`src/rtl/core/rttc_pkg.sv`:
```
package rttc_pkg;

  localparam int unsigned TimeWidth = 32;
  localparam int unsigned CfgIndexWidth = 2;
  localparam int unsigned CfgDataWidth = 32;

  // Configuration register indexes
  localparam logic [CfgIndexWidth-1:0] RegAutoOffEnable  = 2'd0;
  localparam logic [CfgIndexWidth-1:0] RegAutoOffSeconds = 2'd1;
  localparam logic [CfgIndexWidth-1:0] RegMotionEnable   = 2'd2;
  localparam logic [CfgIndexWidth-1:0] RegMotionSeconds  = 2'd3;

  typedef struct packed {
    logic                 auto_off_enable;
    logic [TimeWidth-1:0] auto_off_seconds;
    logic                 motion_enable;
    logic [TimeWidth-1:0] motion_seconds;
  } rttc_cfg_t;

  typedef struct packed {
    logic                 toggle_level;
    logic                 clear_level;
    logic                 motion_level;
    logic                 panic_level;
    logic [TimeWidth-1:0] now_sec;
    logic                 initial_output;
    logic                 remote_valid;
    logic                 remote_value;
  } rttc_item_t;

  typedef struct packed {
    logic                 relay_state;
    logic                 reported_state;
    logic                 first_pending;
    logic                 toggle_prev;
    logic                 clear_prev;
    logic                 motion_prev;
    logic                 panic_prev;
    logic                 motion_running;
    logic [TimeWidth-1:0] auto_off_start;
    logic [TimeWidth-1:0] motion_start;
  } rttc_state_t;

  typedef struct packed {
    logic relay_on;
    logic report_written;
  } rttc_result_t;

endpackage

```
`src/rtl/core/relay_toggle_timer_controller.sv`:
```
// Relay toggle timer controller.
// Input channel (in_valid / in_stall): one poll transaction carries the
// toggle, clear, motion and panic levels, the time in seconds, the hardware
// readback for the first poll and an optional remote write.
// Output channel (out_valid / out_stall): one transaction per poll with the
// relay state and a flag that the state was published this poll.
// Configuration: cfg_we writes cfg_data into register cfg_index (0 auto-off
// enable, 1 auto-off seconds, 2 motion enable, 3 motion seconds); write
// only while no poll is in flight.
// A poll waits in the input register until its result is registered.
// Throughput: one poll per cycle while out_stall does not hold the result;
// the whole poll step (edge detects, two 32-bit subtract-and-compare timers,
// a few muxes) sits between the input register and the result register, and
// the state updates with the result.
// Reset clears the configuration and relay state; the next poll is treated
// as the first. When the receiver stalls, the result holds, one further poll
// is taken into the input register, and then in_stall rises.
module relay_toggle_timer_controller
  import rttc_pkg::*;
(
  input  logic                     clk,
  input  logic                     rst,
  input  logic                     in_valid,
  output logic                     in_stall,
  input  logic                     toggle_level,
  input  logic                     clear_level,
  input  logic                     motion_level,
  input  logic                     panic_level,
  input  logic [TimeWidth-1:0]     now_sec,
  input  logic                     initial_output,
  input  logic                     remote_valid,
  input  logic                     remote_value,
  output logic                     out_valid,
  input  logic                     out_stall,
  output logic                     relay_on,
  output logic                     report_written,
  input  logic                     cfg_we,
  input  logic [CfgIndexWidth-1:0] cfg_index,
  input  logic [CfgDataWidth-1:0]  cfg_data
);

  rttc_cfg_t    cfg;
  rttc_item_t   item;
  logic         item_valid;
  rttc_state_t  state;
  rttc_state_t  state_next;
  rttc_result_t result_next;
  logic         advance;
  logic         in_take;

  assign advance  = item_valid && (!out_valid || !out_stall);
  assign in_stall = item_valid && !advance;
  assign in_take  = in_valid && !in_stall;

  // Configuration registers
  always_ff @(posedge clk) begin
    if (rst) begin
      cfg <= '0;
    end else if (cfg_we) begin
      case (cfg_index)
        RegAutoOffEnable:  cfg.auto_off_enable  <= cfg_data[0];
        RegAutoOffSeconds: cfg.auto_off_seconds <= cfg_data[TimeWidth-1:0];
        RegMotionEnable:   cfg.motion_enable    <= cfg_data[0];
        RegMotionSeconds:  cfg.motion_seconds   <= cfg_data[TimeWidth-1:0];
        default: ;
      endcase
    end
  end

  // Input register
  always_ff @(posedge clk) begin
    if (rst) begin
      item_valid <= 1'b0;
    end else if (in_take) begin
      item_valid <= 1'b1;
    end else if (advance) begin
      item_valid <= 1'b0;
    end
  end

  always_ff @(posedge clk) begin
    if (in_take) begin
      item.toggle_level   <= toggle_level;
      item.clear_level    <= clear_level;
      item.motion_level   <= motion_level;
      item.panic_level    <= panic_level;
      item.now_sec        <= now_sec;
      item.initial_output <= initial_output;
      item.remote_valid   <= remote_valid;
      item.remote_value   <= remote_value;
    end
  end

  rttc_step u_step (
    .cfg        (cfg),
    .item       (item),
    .state      (state),
    .state_next (state_next),
    .result     (result_next)
  );

  // Poll state, updated as each result is registered
  always_ff @(posedge clk) begin
    if (rst) begin
      state.relay_state    <= 1'b0;
      state.reported_state <= 1'b0;
      state.first_pending  <= 1'b1;
      state.toggle_prev    <= 1'b0;
      state.clear_prev     <= 1'b0;
      state.motion_prev    <= 1'b0;
      state.panic_prev     <= 1'b0;
      state.motion_running <= 1'b0;
      state.auto_off_start <= '0;
      state.motion_start   <= '0;
    end else if (advance) begin
      state <= state_next;
    end
  end

  // Result register
  always_ff @(posedge clk) begin
    if (rst) begin
      out_valid <= 1'b0;
    end else if (advance) begin
      out_valid <= 1'b1;
    end else if (!out_stall) begin
      out_valid <= 1'b0;
    end
  end

  always_ff @(posedge clk) begin
    if (advance) begin
      relay_on       <= result_next.relay_on;
      report_written <= result_next.report_written;
    end
  end

endmodule

```
`src/rtl/core/rttc_step.sv`:
```
module rttc_step
  import rttc_pkg::*;
(
  input  rttc_cfg_t    cfg,
  input  rttc_item_t   item,
  input  rttc_state_t  state,
  output rttc_state_t  state_next,
  output rttc_result_t result
);

  logic                 rel;
  logic                 rep;
  logic                 hw_driven;
  logic                 published;
  logic                 running;
  logic [TimeWidth-1:0] mot_start;
  logic [TimeWidth-1:0] ao_start;
  logic [TimeWidth-1:0] mot_elapsed;
  logic [TimeWidth-1:0] ao_elapsed;

  // One poll, steps applied in priority order
  always_comb begin
    rep       = item.remote_valid ? item.remote_value : state.reported_state;
    rel       = state.relay_state;
    hw_driven = 1'b0;
    published = 1'b0;
    running   = state.motion_running;
    mot_start = state.motion_start;
    ao_start  = state.auto_off_start;

    // panic edge forces on
    if (item.panic_level && !state.panic_prev) begin
      rel       = 1'b1;
      rep       = 1'b1;
      hw_driven = 1'b1;
      published = 1'b1;
    end

    // motion period start and expiry; frozen while disabled
    if (cfg.motion_enable) begin
      if (item.motion_level && !state.motion_prev) begin
        running   = 1'b1;
        rel       = 1'b1;
        rep       = 1'b1;
        hw_driven = 1'b1;
        published = 1'b1;
        mot_start = item.now_sec;
      end
    end
    mot_elapsed = item.now_sec - mot_start;
    if (cfg.motion_enable && running && (mot_elapsed >= cfg.motion_seconds)) begin
      rel       = 1'b0;
      rep       = 1'b0;
      hw_driven = 1'b1;
      published = 1'b1;
      running   = 1'b0;
    end

    // clear edge forces off
    if (item.clear_level && !state.clear_prev) begin
      rel       = 1'b0;
      rep       = 1'b0;
      hw_driven = 1'b1;
      published = 1'b1;
    end

    // first poll loads the hardware readback unless already driven
    if (state.first_pending) begin
      if (!hw_driven) begin
        rel = item.initial_output;
      end
      rep       = rel;
      published = 1'b1;
    end

    // toggle edge inverts and restarts the auto-off timer
    if (item.toggle_level && !state.toggle_prev) begin
      rel       = ~rel;
      rep       = rel;
      published = 1'b1;
      ao_start  = item.now_sec;
    end

    // remote value takes over
    if (rep != rel) begin
      rel      = rep;
      ao_start = item.now_sec;
    end

    // auto-off expiry
    ao_elapsed = item.now_sec - ao_start;
    if (rel && cfg.auto_off_enable && (ao_elapsed >= cfg.auto_off_seconds)) begin
      rel       = 1'b0;
      rep       = 1'b0;
      published = 1'b1;
    end

    state_next.relay_state    = rel;
    state_next.reported_state = rep;
    state_next.first_pending  = 1'b0;
    state_next.toggle_prev    = item.toggle_level;
    state_next.clear_prev     = item.clear_level;
    state_next.motion_prev    = item.motion_level;
    state_next.panic_prev     = item.panic_level;
    state_next.motion_running = running;
    state_next.auto_off_start = ao_start;
    state_next.motion_start   = mot_start;

    result.relay_on       = rel;
    result.report_written = published;
  end

endmodule
```
`config.mk`:
```
export PLATFORM = sky130hd
export DESIGN_NAME = relay_toggle_timer_controller
export DESIGN_NICKNAME = d
export VERILOG_FILES = /design/src/rtl/core/rttc_pkg.sv /design/src/rtl/core/relay_toggle_timer_controller.sv /design/src/rtl/core/rttc_step.sv
export SDC_FILE = /design/constraint.sdc
export NUM_CORES = 1
export LEC_CHECK = 0
export BUFFER_PORTS_ARGS = -buffer_cell sky130_fd_sc_hd__buf_4
export CAP_MARGIN = 40
export CELL_PAD_IN_SITES_DETAIL_PLACEMENT = 1
export CELL_PAD_IN_SITES_GLOBAL_PLACEMENT = 1
export CORE_ASPECT_RATIO = 0.5
export CORE_UTILIZATION = 42
export CTS_CLUSTER_DIAMETER = 120
export CTS_CLUSTER_SIZE = 16
export DETAILED_ROUTE_END_ITERATION = 8
export PLACE_DENSITY_LB_ADDON = 0.1
export REMOVE_ABC_BUFFERS = 1
export SETUP_SLACK_MARGIN = 0.2
export SLEW_MARGIN = 0
export SYNTH_ARGS = -nofsm -noshare
export SYNTH_HDL_FRONTEND = slang
export SYNTH_SLANG_ARGS = --single-unit
```
`constraint.sdc`:
```
create_clock -name clk -period 10.69 [get_ports clk]
set_clock_uncertainty 0.05 [all_clocks]
set_input_delay 2.6725 -clock clk [delete_from_list [all_inputs] [get_ports clk]]
set_output_delay 2.6725 -clock clk [all_outputs]
set_load 0.03 [all_outputs]
```
### After elaboration in Yosys (flattened, before gate mapping)

Index checks and enable logic that the tools add are counted.

| operators by class | value |
|---|---|
| multiplexer cells | 35 |
| bitwise operators | 1 |
| add/subtract/negate cells | 2 |
| reductions and logical operators | 27 |
| order comparisons | 2 |
| equal/unequal tests | 5 |

Operators with widths:

| kind | count |
|---|---|
| two-way mux 32 bit | 4 |
| >= comparator 32 bit | 2 |
| subtractor 32 bit | 2 |
| two-way mux 1 bit | 31 |
| logical AND 1 bit | 11 |
| zero test 1 bit | 8 |
| AND reduction 2 bit | 4 |
| equality test 2 bit, second input constant | 2 |
| OR reduction 3 bit | 1 |
| equality test 2 x 1 -> 1 bit, second input constant | 1 |
| zero test 2 bit | 1 |
| inequality test 2 x 1 -> 1 bit, second input constant | 1 |
| nonzero test 2 bit | 1 |
| logical OR 1 bit | 1 |
| inequality test 1 bit | 1 |
| NOT 1 bit | 1 |

| word-level totals | value |
|---|---|
| output and inout port bits | 4 |
| logic and storage cells | 98 |
| bits in registers | 181 |
| input bits | 78 |

### Logic depth before layout (Yosys ltp)

Gate-level depths: netlist of run 1.

| logic depth | value |
|---|---|
| depth in word-level cells | 19 |
| mapped depth | 50 |
| mapped depth without buffers | 47 |

### Cells and area by module

From an unflattened synthesis of run 1, not the netlist that was laid out.

| second synthesis, totals | value |
|---|---|
| cells, all modules | 1532 |
| area total of the unflattened synthesis | 13352.8 sq um |

By module, submodules not included:

| module | times used | area an instance (sq um) | cells an instance | seq. area each (sq um) |
|---|---|---|---|---|
| relay_toggle_timer_controller | 1 | 7295.7 | 618 | 4033.9 |
| rttc_step | 1 | 6057.1 | 914 | 0.0 |

### Worst setup path after synthesis of run 1

OpenSTA, ideal clock, no wires.

| path | value |
|---|---|
| path type | flip-flop to flip-flop |
| from | register item[36] (netlist name) |
| to | register report_written, data pin |
| cell stages (with the launch flop) | 50 |
| slack | 0.450 ns |
| setup time | 0.271 ns |
| buffers on the path | 4 |
| data arrival time | 9.919 ns |
| cell sequence | edfxtp_1 > and3b_1 > buf_1 > clkbuf_1 > mux2i_1 > ha_1 > a21o_1 > a21oi_1 > a21oi_1 > o311a_1 > a311o_1 > a31o_2 > a21o_1 > a21o_1 > a2111oi_2 > nand3b_1 > ha_1 > nand2_1 > [14 not listed] > o31ai_1 > o2bb2ai_1 > and2_1 > a211oi_1 > o21ai_0 > a31oi_1 > or4_1 > nand3_1 > ha_1 > a21o_1 > a21o_1 > a21o_1 > a21o_1 > a21o_1 > a21oi_1 > o31ai_1 > nand2_1 > o2111ai_1 |

RTL lines:

| item | RTL line | text |
|---|---|---|
| to (signal assigned) | relay_toggle_timer_controller.sv:134 | `report_written <= result_next.report_written;` |
| to (decl) | relay_toggle_timer_controller.sv:36 | `output logic report_written,` |

==> results by group, run 1 <==
Run status
  – Outcome: finished clean

Hold path
  – Min-delay worst type: reg -> reg
  – Sink of the worst hold path: cfg[57]$_SDFFE_PP0P_
  – Hold path depth: 2
  – Hold path start: cfg[57]$_SDFFE_PP0P_

Clock tree
  – Clock tree sinks: 180
  – Clk buf depth: 2
  – Root buffer cell: clkbuf_16
  – Worst skew pair latency: 450 ps
  – CTS Buf Count: 17
  – Clk pin slew, worst setup/hold paths: 70 ps
  – Hold Buf Count CTS: 0
  – CTS tree: built
  – # H-tree levels: 4

Run
  – Max-cap viol count: 0

Synthesis
  – Yosys top cell area share: 24.0%
  – Syn. warnings: 0
  – Synth area leader: dfxtp_1
  – Synthesized area per cell: 8.26 sq um
  – Post-synth EDFFs: 41
  – Post-Syn Area: 0.0116 sq mm
  – Yosys reg bits: 180
  – Top post-synthesis cells by area: dfxtp_1, ha_1, edfxtp_1
  – FFs w/ async S/R, synth: 0%
  – Mapped Cells: 1405
  – Sequential area share after synthesis: 34.6%
  – Synth Flop Type: dfxtp_1
  – Yosys cell types: 63

Route
  – DR DRC count: 0
  – Post-route antenna net violation count: 0
  – Vias: 10349
  – Iter 0 DRT Violations: 549
  – Drt total wl: 35200 um
  – Via-per-instance ratio: 5.63
  – Router iterations before antenna repair: 5
  – DR WL/cell: 19.1 um

STA
  – RSZ-0062 raised after global routing: no
  – Max Clk Rate: 98.8 MHz
  – Post-route setup TNS: 0 ps
  – Final Hold Viols: 0
  – Worst-Margin Slew: 850 ps
  – Fin crit share: 94.7%
  – Slew headroom: 43.3%
  – Final setup viols: 0
  – Final slew viol count: 0
  – Minimum clock period: 10120 ps

Worst setup path
  – Largest delay contributor family on the critical path: compound AO/OA/AOI/OAI gates
  – Worst EP arrival: 10270 ps
  – Critical path startpoint category: flip-flop
  – Sum of buffers and inverters on the critical path: 3
  – Element type at the critical path end: flip-flop
  – Slowest cell on crit path: or4_1
  – WP data required: 10830 ps
  – Worst R2R Path Depth: 46
  – Critical R2R Launch: item[36]$_DFFE_PP_
  – Reg2reg end: report_written$_SDFFCE_PP1P_
  – Crit Path Class: reg -> reg
  – CP dominant cell by count: a21o_1
  – Crit-path max FO: 7
  – Reg-to-reg slack, setup: 570 ps
  – CP max stage delay: 510 ps

Placed design
  – Port Buffers: 81
  – Placed wire-length estimate: 26400 um
  – GP Congestion: 0.889
  – DP Area: 0.0126 sq mm

Global routing
  – Pin count of the biggest net entering global routing: 68
  – Number of global-route vias before repair: 10436
  – Global-route wire length before repair: 55100 um
  – Grt met1 use: 32.4%
  – Most Crowded Layer GR: met2
  – Gr usage total: 25.0%
  – Met3 GRT Util: 3.91%
  – GRT overflow: 0
  – Initial antenna violation count: 0
  – GR Util met2: 42.2%

Power and ir drop
  – Peak VDD IR: 128 uV
  – Leak: 5.20 nW
  – Pwr per Cell Area: 146 mW/mm^2

Layout
  – Area growth syn-to-layout: 15.9%
  – Nets@finish: 1674
  – Fin area: 0.0134 sq mm
  – Antenna diodes: 0
  – Fin util: 50.1%
  – Most frequent cells in the layout: nand2_1, a21oi_1, dfxtp_1, ha_1, buf_4
  – Most common cell after layout, fill and taps aside: nand2_1
  – Ratio of cells with drive above 1 in the final layout: 11.7%

Floorplan
  – Initial Util: 43.3%
  – DIE WIDTH: 237 um
  – Chip Height: 120 um
  – FP Rows: 42
  – Die Area: 0.0283 sq mm
  – Ports: 82
  – Core area: 0.0268 sq mm
==> sequential cells by signal, summed over array words and instances (netlist names) <==
signal	cells
cfg	66
state	71
report_written	1
item	39
out_valid	1
item_valid	1
relay_on	1
==> metrics by stage <==
stage / worst slack (ps) / instances / total power [mW] / hold slack (ps)
2_1_floorplan: -127 / 1350 / 1.12 / 375
3_3_place_gp: 425 / 1797 / 1.26 / 386
3_5_place_dp: -114 / 1799 / 1.28 / 398
4_1_cts: 284 / 1831 / 1.95 / 409
5_1_grt: 154 / 1839 / 2.06 / 418
6_report: 565 / 1839 / 1.96 / 407
==> kinds of logic (layout without fill, tap and decap cells) <==
family	after synthesis	after routing	share of synthesized area, %
AOI/OAI and AO/OA	392	392	21.0
xor gates and xnor gates	57	57	4.30
adders and majority gates	125	125	13.5
buffers and inverters	146	228	4.75
DFF	180	180	34.6
muxes	60	60	5.18
and+or+nand+nor	445	445	16.7
==> worst register-to-register path, delay by kind of cell, from the launching register on <==
| kind | cells | cell delay, ps |
|---|---|---|
| AO/OA/AOI/OAI | 26 | 5330 |
| adder cells (fa/ha/maj) | 5 | 1400 |
| flip-flops | 1 | 430 |
| XOR/XNOR | 1 | 90 |
| buffers and inverters | 3 | 300 |
| AND/OR/NAND/NOR | 11 | 2290 |
==> layer usage <==
layer	routed length, um	share of wire (%)
met1	16600	47
met2	16500	47
met3	1090	3.1
met4	907	2.6
met5	0	0
==> cells in the mapped netlist (3+ instances only) <==
| cell | count |
|---|---|
| a2111oi_0 | 4 |
| a211oi_1 | 42 |
| a21boi_0 | 3 |
| a21o_1 | 46 |
| a21oi_1 | 185 |
| a221oi_1 | 3 |
| a31o_2 | 3 |
| a31oi_1 | 6 |
| a41oi_1 | 4 |
| and2_1 | 3 |
| and3_1 | 10 |
| buf_1 | 3 |
| clkbuf_1 | 50 |
| dfxtp_1 | 139 |
| edfxtp_1 | 41 |
| ha_1 | 121 |
| inv_1 | 91 |
| maj3_1 | 3 |
| mux2i_1 | 60 |
| nand2_1 | 257 |
| nand2b_1 | 11 |
| nand3_1 | 18 |
| nand3b_1 | 5 |
| nand4_1 | 11 |
| nor2_1 | 80 |
| nor2b_1 | 11 |
| nor3_1 | 14 |
| nor3b_1 | 5 |
| o2111ai_1 | 4 |
| o211ai_1 | 4 |
| o21a_1 | 7 |
| o21ai_0 | 43 |
| o21bai_1 | 11 |
| o221ai_1 | 3 |
| o31ai_1 | 5 |
| or2_2 | 3 |
| or3_1 | 7 |
| xnor2_1 | 38 |
| xor2_1 | 19 |
==> final cells by class <==
class / instances / area (sq um)
inverters: 91 / 342
repair buffers: 105 / 840
well taps: 352 / 440
clock inverters: 15 / 161
clock buffers: 17 / 425
flip-flops and latches: 180 / 4020
multi-input cells: 1079 / 7220
fillers: 3156 / 13400
==> power by group <==
part | internal [mW] | switching, mW | leakage [nW] | total (mW)
clock network | 0.366 | 0.291 | 0.292 | 0.657
logic | 0.236 | 0.314 | 3.38 | 0.550
registers | 0.725 | 0.0259 | 1.53 | 0.750
==> worst max path at each step <==
| stage | startpoint | endpoint | slack (ps) | cells after the start |
|---|---|---|---|---|
| 5_1_grt | item[36]$_DFFE_PP_ | report_written$_SDFFCE_PP1P_ | 150 | 47 |
| 6_report | item[36]$_DFFE_PP_ | report_written$_SDFFCE_PP1P_ | 570 | 46 |
| 3_5_place_dp | item[36]$_DFFE_PP_ | report_written$_SDFFCE_PP1P_ | -110 | 43 |
| 3_3_place_gp | item[36]$_DFFE_PP_ | report_written$_SDFFCE_PP1P_ | 430 | 43 |
| 4_1_cts | item[36]$_DFFE_PP_ | report_written$_SDFFCE_PP1P_ | 280 | 46 |
| 2_1_floorplan | item[36]$_DFFE_PP_ | report_written$_SDFFCE_PP1P_ | -130 | 43 |
==> repair_timing <==
action | 4_1_cts | 5_1_grt
pin swaps | 1 | 5
resized for setup | 6 | 26
endpoints found under the setup margin | 3 | 3
setup buffers | 0 | 8
No activity file was read; power rests on OpenSTA's default activity.
==> inputs of run 2 (changes only) <==
--- a/config.mk
+++ b/config.mk
@@ -14,6 +14,7 @@
 export CTS_CLUSTER_DIAMETER = 120
 export CTS_CLUSTER_SIZE = 16
 export DETAILED_ROUTE_END_ITERATION = 8
+export GPL_TIMING_DRIVEN = 0
 export PLACE_DENSITY_LB_ADDON = 0.1
 export REMOVE_ABC_BUFFERS = 1
 export SETUP_SLACK_MARGIN = 0.2
==> constraint.sdc (replaced) <==
create_clock -name clk -period 9.3 [get_ports clk]
set_clock_uncertainty 0.05 [all_clocks]
set_input_delay 2.325 -clock clk [delete_from_list [all_inputs] [get_ports clk]]
set_output_delay 2.325 -clock clk [all_outputs]
set_load 0.03 [all_outputs]
==> run 2 against run 1 <==
Effect of this change: the run now ends with setup timing left; non-clock buffer count up 48; worst hold slack worse by 2.4 ps; combinational power up 35%; largest cell class unchanged.
==> results by group, run 2 (synthesis gave the netlist of run 1 again) <==
Route
  – Router iterations before antenna repair: 5 (unchanged)
  – DR DRC count: 0 (unchanged)
  – Post-route antenna net violation count: 0 (unchanged)
  – Iter 0 DRT Violations: 471 (-14%)
  – DR WL/cell: 19.7 um (+3.1%)
  – Drt total wl: 37200 um (+5.8%)
  – Via-per-instance ratio: 5.61 (-0.30%)
  – Vias: 10587 (+2.3%)

STA
  – Final Hold Viols: 0 (unchanged)
  – RSZ-0062 raised after global routing: yes
  – Minimum clock period: 9830 ps (-292 ps)
  – Worst-Margin Slew: 819 ps (-31.0 ps)
  – Slew headroom: 45.3% (+2.0 points)
  – Max Clk Rate: 102 MHz (+3.0%)
  – Final worst setup slack: -533 ps (-1100 ps)
  – Fin crit share: 106% (+11 points)
  – Final setup viols: 3 (+3)
  – Hold Worst Slack: 405 ps (-2.42 ps)
  – Final slew viol count: 0 (unchanged)
  – Post-route setup TNS: -1520 ps (-1520 ps)

Clock tree
  – Clock tree sinks: 180 (unchanged)
  – Clk pin slew, worst setup/hold paths: 70 ps (about the same)
  – Clk buf depth: 2 (unchanged)
  – CTS tree: built
  – CTS Buf Count: 17 (unchanged)
  – Root buffer cell: clkbuf_16
  – Hold Buf Count CTS: 0 (unchanged)
  – Worst skew pair latency: 460 ps (about the same)
  – # H-tree levels: 4 (unchanged)

Worst setup path
  – Crit path capture: report_written$_SDFFCE_PP1P_
  – Crit-path max FO: 6 (-1)
  – Critical path startpoint category: flip-flop
  – CP max stage delay: 490 ps (-20 ps)
  – Worst EP arrival: 9960 ps (-310 ps)
  – CP dominant cell by count: a21o_1
  – WP data required: 9430 ps (-1400 ps)
  – Reg-to-reg slack, setup: -530 ps (-1100 ps)
  – Slowest cell on crit path: a311o_2
  – Worst Setup SP: item[36]$_DFFE_PP_
  – Critical R2R Launch: item[36]$_DFFE_PP_
  – Reg2reg end: report_written$_SDFFCE_PP1P_
  – Worst R2R Path Depth: 47 (+2.2%)
  – Crit Path Class: reg -> reg
  – Crit path depth: 47 (+2.2%)
  – Largest delay contributor family on the critical path: compound AO/OA/AOI/OAI gates
  – Sum of buffers and inverters on the critical path: 5 (+2)
  – Element type at the critical path end: flip-flop

Placed design
  – GP Congestion: 0.867 (-2.5%)
  – Cell Count Post-Placement: 1792 (-0.39%)
  – Port Buffers: 81 (unchanged)
  – Place WS: -2980 ps (-2870 ps)
  – DP Area: 0.0127 sq mm (+0.24%)
  – Placed wire-length estimate: 25600 um (-2.9%)

Run status
  – Failing checks: setup timing
  – Outcome: finished, violations left

Power and ir drop
  – Leak: 5.55 nW (+6.7%)
  – Pwr per Cell Area: 168 mW/mm^2 (+15%)
  – Peak VDD IR: 145 uV (+13%)
  – Tot Pwr: 2.41 mW (+23%)

Layout
  – Most frequent cells in the layout: nand2_1, a21oi_1, dfxtp_1, buf_4, ha_1
  – Antenna diodes: 0 (unchanged)
  – Max FFs per register: 71 (unchanged)
  – Fin area: 0.0144 sq mm (+7.1%)
  – Nets@finish: 1722 (+2.9%)
  – Most common cell after layout, fill and taps aside: nand2_1
  – Area growth syn-to-layout: 24.1%
  – Ratio of cells with drive above 1 in the final layout: 17.7% (+6.0 points)
  – Post-Layout Cell Count: 1887 (+2.6%)
  – Fin util: 53.7% (+3.6 points)
  – Largest Register: state
  – Largest regs: state x71, cfg x66, item x39

Global routing
  – Pin count of the biggest net entering global routing: 75 (+10%)
  – Number of global-route vias before repair: 11085 (+6.2%)
  – Global-route wire length before repair: 58700 um (+6.5%)
  – GRT overflow: 0 (unchanged)
  – Gr usage total: 26.5% (+1.5 points)
  – Initial antenna violation count: 0 (unchanged)

Floorplan
  – FP Rows: 42 (unchanged)
  – DIE WIDTH: 237 um (unchanged)
  – Initial Util: 43.3% (unchanged)
  – Chip Height: 120 um (unchanged)
  – Ports: 82 (unchanged)
  – Core area: 0.0268 sq mm (unchanged)
  – Die Area: 0.0283 sq mm (unchanged)

Run
  – Max-cap viol count: 0 (unchanged)

Hold path
  – Min-delay worst type: reg -> reg
## run 2: cell count changes in the layout (fill, tap and decap cells not counted), sizes merged
cell,previous run,this run
buf,105,152
bufbuf,0,1
bufinv,3,2
clkbuf,17,24
clkinv,8,5
clkinvlp,1,0
inv,94,92
## run 2: area by class of cell
| type | instances | area [sq um] |
|---|---|---|
| clock buffer | 24 | 556 |
| clock inverter | 8 | 106 |
| fill | 3124 | 12400 |
| inverter | 91 | 342 |
| multi-input combinational | 1079 | 7600 |
| sequential | 180 | 4020 |
| tap | 352 | 440 |
| timing repair buffer | 153 | 1330 |
## run 2: worst min-delay path by stage
stage | start | to | slack (ps) | depth (start not counted)
2_1_floorplan | state[67]$_SDFFE_PP0P_ | state[67]$_SDFFE_PP0P_ | 380 | 2
3_3_place_gp | state[67]$_SDFFE_PP0P_ | state[67]$_SDFFE_PP0P_ | 390 | 2
3_5_place_dp | state[20]$_SDFFE_PP0P_ | state[20]$_SDFFE_PP0P_ | 400 | 2
4_1_cts | state[20]$_SDFFE_PP0P_ | state[20]$_SDFFE_PP0P_ | 410 | 2
5_1_grt | cfg[36]$_SDFFE_PP0P_ | cfg[36]$_SDFFE_PP0P_ | 430 | 2
6_report | state[25]$_SDFFE_PP0P_ | state[25]$_SDFFE_PP0P_ | 400 | 2
## run 2: worst min-delay path, delay by kind of cell, from the launching register on
| kind | cells | cell delay [ps] |
|---|---|---|
| flip-flops | 1 | 310 |
| AND/OR/NAND/NOR | 1 | 50 |
| AO/OA/AOI/OAI | 1 | 50 |
## run 2: metal layers
layer / vias up / track usage, % / wire length (um)
met1: 5215 / 32.8 / 17000
met3: 55 / 5.06 / 1170
met2: 133 / 46.9 / 18200
met4: 0 / 7.67 / 794
met5: - / 0 / 0
li1: 5184 / - / -
## run 2: power by group
group | switching, mW | internal (mW) | leakage (nW)
sequential | 0.0278 | 0.833 | 1.53
combinational | 0.415 | 0.328 | 3.70
clock | 0.335 | 0.475 | 0.328
total | 0.778 | 1.64 | 5.55
## run 2: repair_timing
| item | 4_1_cts | 5_1_grt |
|---|---|---|
| resized for setup | 88 | 27 |
| pin swaps | 69 | 43 |
| gates cloned | 1 | 0 |
| endpoints found under the setup margin | 3 | 3 |
| buffers inserted | 42 | 20 |
==> inputs of run 3 (changes only) <==
--- a/config.mk
+++ b/config.mk
@@ -9,7 +9,7 @@
 export CAP_MARGIN = 40
 export CELL_PAD_IN_SITES_DETAIL_PLACEMENT = 1
 export CELL_PAD_IN_SITES_GLOBAL_PLACEMENT = 1
-export CORE_ASPECT_RATIO = 0.5
+export CORE_ASPECT_RATIO = 1.75
 export CORE_UTILIZATION = 42
 export CTS_CLUSTER_DIAMETER = 120
 export CTS_CLUSTER_SIZE = 16
==> run 3 against run 2 <==
Effect of this change: the flow still finishes with violations (setup timing); largest cell class unchanged; register-to-register slack better by 180 ps; setup slack better by 180 ps; utilization down 0.91 points; combinational power down 1%; total power down 2.6%; sequential power about the same.
==> results by group, run 3 (synthesis gave the netlist of run 1 again) <==
Run status
  – Outcome: finished, violations left
  – Failing checks: setup timing

Power and ir drop
  – Sequential share of power: 36.6% (+1.0 points)
  – Clk network pwr share: 32.2% (-1.4 points)
  – Comb power frac: 31.1% (+0.3 points)
  – Leak: 5.52 nW (-0.55%)
  – Tot Pwr: 2.35 mW (-2.6%)
  – P_int: 1.57 mW (-4.0%)
  – Psw: 780 uW (+0.25%)
  – Pwr per Cell Area: 164 mW/mm^2 (-2.5%)
  – Peak VDD IR: 145 uV (about the same)
  – Switching Fraction: 33.2% (+0.94 points)

Hold path
  – Hold path depth: 2 (unchanged)
  – Sink of the worst hold path: state[24]$_SDFFE_PP0P_
  – Min-delay worst type: reg -> reg
  – Hold path start: state[24]$_SDFFE_PP0P_

Route
  – DR WL/cell: 20.1 um (+2.1%)
  – Iter 0 DRT Violations: 401 (-15%)
  – Via-per-instance ratio: 5.57 (-0.68%)
  – Vias: 10587 (unchanged)
  – DR DRC count: 0 (unchanged)
  – Drt total wl: 38200 um (+2.8%)
  – Post-route antenna net violation count: 0 (unchanged)
  – Router iterations before antenna repair: 4 (-1)

Layout
  – Multi-input gate area: 0.00764 sq mm (+0.49%)
  – Nets@finish: 1718 (-0.23%)
  – Fin area: 0.0144 sq mm (-0.13%)
  – Largest Register: state
  – Register area: 0.00402 sq mm (about the same)
  – Post-Layout Cell Count: 1900 (+0.69%)
  – Antenna diodes: 0 (unchanged)
  – Area growth syn-to-layout: 23.9%
  – Max FFs per register: 71 (unchanged)
  – Ratio of cells with drive above 1 in the final layout: 17.6% (-0.15 points)
  – Most common cell after layout, fill and taps aside: nand2_1
  – Largest regs: state x71, cfg x66, item x39
  – Most frequent cells in the layout: nand2_1, a21oi_1, dfxtp_1, buf_4, ha_1
  – Fin util: 52.8% (-0.91 points)
  – Fillers: 3260 (+4.4%)

Worst setup path
  – Worst R2R Path Depth: 43 (-8.5%)
  – Reg-to-reg slack, setup: -360 ps (+180 ps)
  – Critical path startpoint category: flip-flop
  – Crit Path Class: reg -> reg
  – Element type at the critical path end: flip-flop
  – CP dominant cell by count: a21o_1
  – Slowest cell on crit path: a311o_2
  – CP max stage delay: 430 ps (-60 ps)
  – Reg2reg end: report_written$_SDFFCE_PP1P_
  – WP data required: 9440 ps (about the same)
  – Worst EP arrival: 9800 ps (-160 ps)
  – Critical R2R Launch: state[66]$_SDFFE_PP0P_
  – Crit-path max FO: 7 (+1)

Clock tree
  – CTS tree: built
  – Clk buf depth: 2 (unchanged)
  – Root buffer cell: clkbuf_16
  – # H-tree levels: 4 (unchanged)
  – Clock tree sinks: 180 (unchanged)
  – CTS Buf Count: 17 (unchanged)
  – Worst skew pair latency: 460 ps (about the same)
  – Hold Buf Count CTS: 0 (unchanged)
  – Clk pin slew, worst setup/hold paths: 70 ps (about the same)

STA
  – Final setup viols: 3 (unchanged)
  – Post-route setup TNS: -841 ps (+676 ps)
  – Final Hold Viols: 0 (unchanged)
  – Final worst setup slack: -356 ps (+177 ps)
  – Max Clk Rate: 104 MHz (+1.8%)
  – Final slew viol count: 0 (unchanged)
  – RSZ-0062 raised after global routing: yes
  – Worst-Margin Slew: 805 ps (-14.5 ps)
  – Hold Worst Slack: 404 ps (-0.845 ps)
  – Minimum clock period: 9660 ps (-177 ps)
  – Slew headroom: 46.3% (+1.0 points)
  – Fin crit share: 104% (-1.9 points)

Placed design
  – Cell Count Post-Placement: 1811 (+1.1%)
  – GP Congestion: 0.890 (+2.6%)
  – Port Buffers: 81 (unchanged)
  – DP Area: 0.0127 sq mm (+0.53%)
  – Placed wire-length estimate: 27600 um (+7.7%)
  – Place WS: -2750 ps (+231 ps)

Global routing
  – Gr usage total: 27.5% (+1.0 points)
  – Pin count of the biggest net entering global routing: 74 (-1.3%)
  – Initial antenna violation count: 0 (unchanged)
  – GRT overflow: 0 (unchanged)
  – Number of global-route vias before repair: 11231 (+1.3%)
  – Global-route wire length before repair: 59100 um (+0.71%)

Floorplan
  – Core area: 0.0272 sq mm (+1.6%)
  – Die Area: 0.0283 sq mm (about the same)
  – Chip Height: 222 um (+86%)
  – Initial Util: 42.6% (-0.68 points)
  – FP Rows: 80 (+90%)
  – Ports: 82 (unchanged)
  – DIE WIDTH: 128 um (-46%)

Run
  – Max-cap viol count: 0 (unchanged)
[run 3: cell count changes in the layout (fill, tap and decap cells not counted), moves of 3 or more]
cell and delta:
o21ai_2 -3, inv_6 +3, xnor2_1 -3, ha_4 +3, clkbuf_8 -4, a21oi_1 +3
buf_4 -4, a21oi_2 -4, xnor2_2 +3, buf_6 -3
[run 3: critical path, delay by kind of cell, from the launching register on]
family,cells,cell delay [ps]
AOI/OAI and AO/OA,24,4770
xor gates and xnor gates,1,110
adders and majority gates,4,1010
buffers and inverters,1,170
DFF,1,340
muxes,2,510
and+or+nand+nor,11,2410
[run 3: timing repair]
item                                    CTS  global route
endpoints found under the hold margin     0             0
pin swaps                                60            51
endpoints found under the setup margin    3             3
resized for setup                        93            27
buffers inserted                         40            17
[run 3: power by group through the flow]
stage | Sequential (mW) | Clock, mW | Combinational [mW]
floorplan | 0.870 | 0 | 0.412
global placement | 0.877 | 0 | 0.589
detailed placement | 0.877 | 0 | 0.613
CTS | 0.861 | 0.774 | 0.695
global route | 0.866 | 0.805 | 0.801
finish | 0.862 | 0.757 | 0.732
[run 3: layout make-up]
| class | count | area share, % |
|---|---|---|
| Clock buffer | 19 | 3.16 |
| Clock inverter | 13 | 1.02 |
| Inverter | 91 | 2.38 |
| Multi-Input combinational cell | 1079 | 53.1 |
| Sequential cell | 180 | 27.9 |
| Tap cell | 369 | 3.21 |
| Timing Repair Buffer | 149 | 9.15 |
[run 3: worst max-delay path by stage]
stage	slack, ps	end	cells after the start	startpoint
after CTS	-450	report_written$_SDFFCE_PP1P_	44	item[36]$_DFFE_PP_
final	-360	report_written$_SDFFCE_PP1P_	43	state[66]$_SDFFE_PP0P_
after detailed placement	-2750	report_written$_SDFFCE_PP1P_	45	cfg[32]$_SDFFE_PP0P_
after floorplan	-1520	report_written$_SDFFCE_PP1P_	43	item[36]$_DFFE_PP_
after global routing	-730	report_written$_SDFFCE_PP1P_	45	item[36]$_DFFE_PP_
after global placement	-5340	report_written$_SDFFCE_PP1P_	39	item[36]$_DFFE_PP_
[run 3: layer usage]
| metal | part of all wire, % | vias up | wire [um] | global-route usage, % |
|---|---|---|---|---|
| met5 | 0 | - | 0 | 0 |
| met2 | 57 | 161 | 21900 | 55.5 |
| li1 | - | 5180 | - | - |
| met1 | 36 | 5154 | 13600 | 26.3 |
| met3 | 2.0 | 92 | 783 | 3.31 |
| met4 | 5.0 | 0 | 1930 | 14.5 |
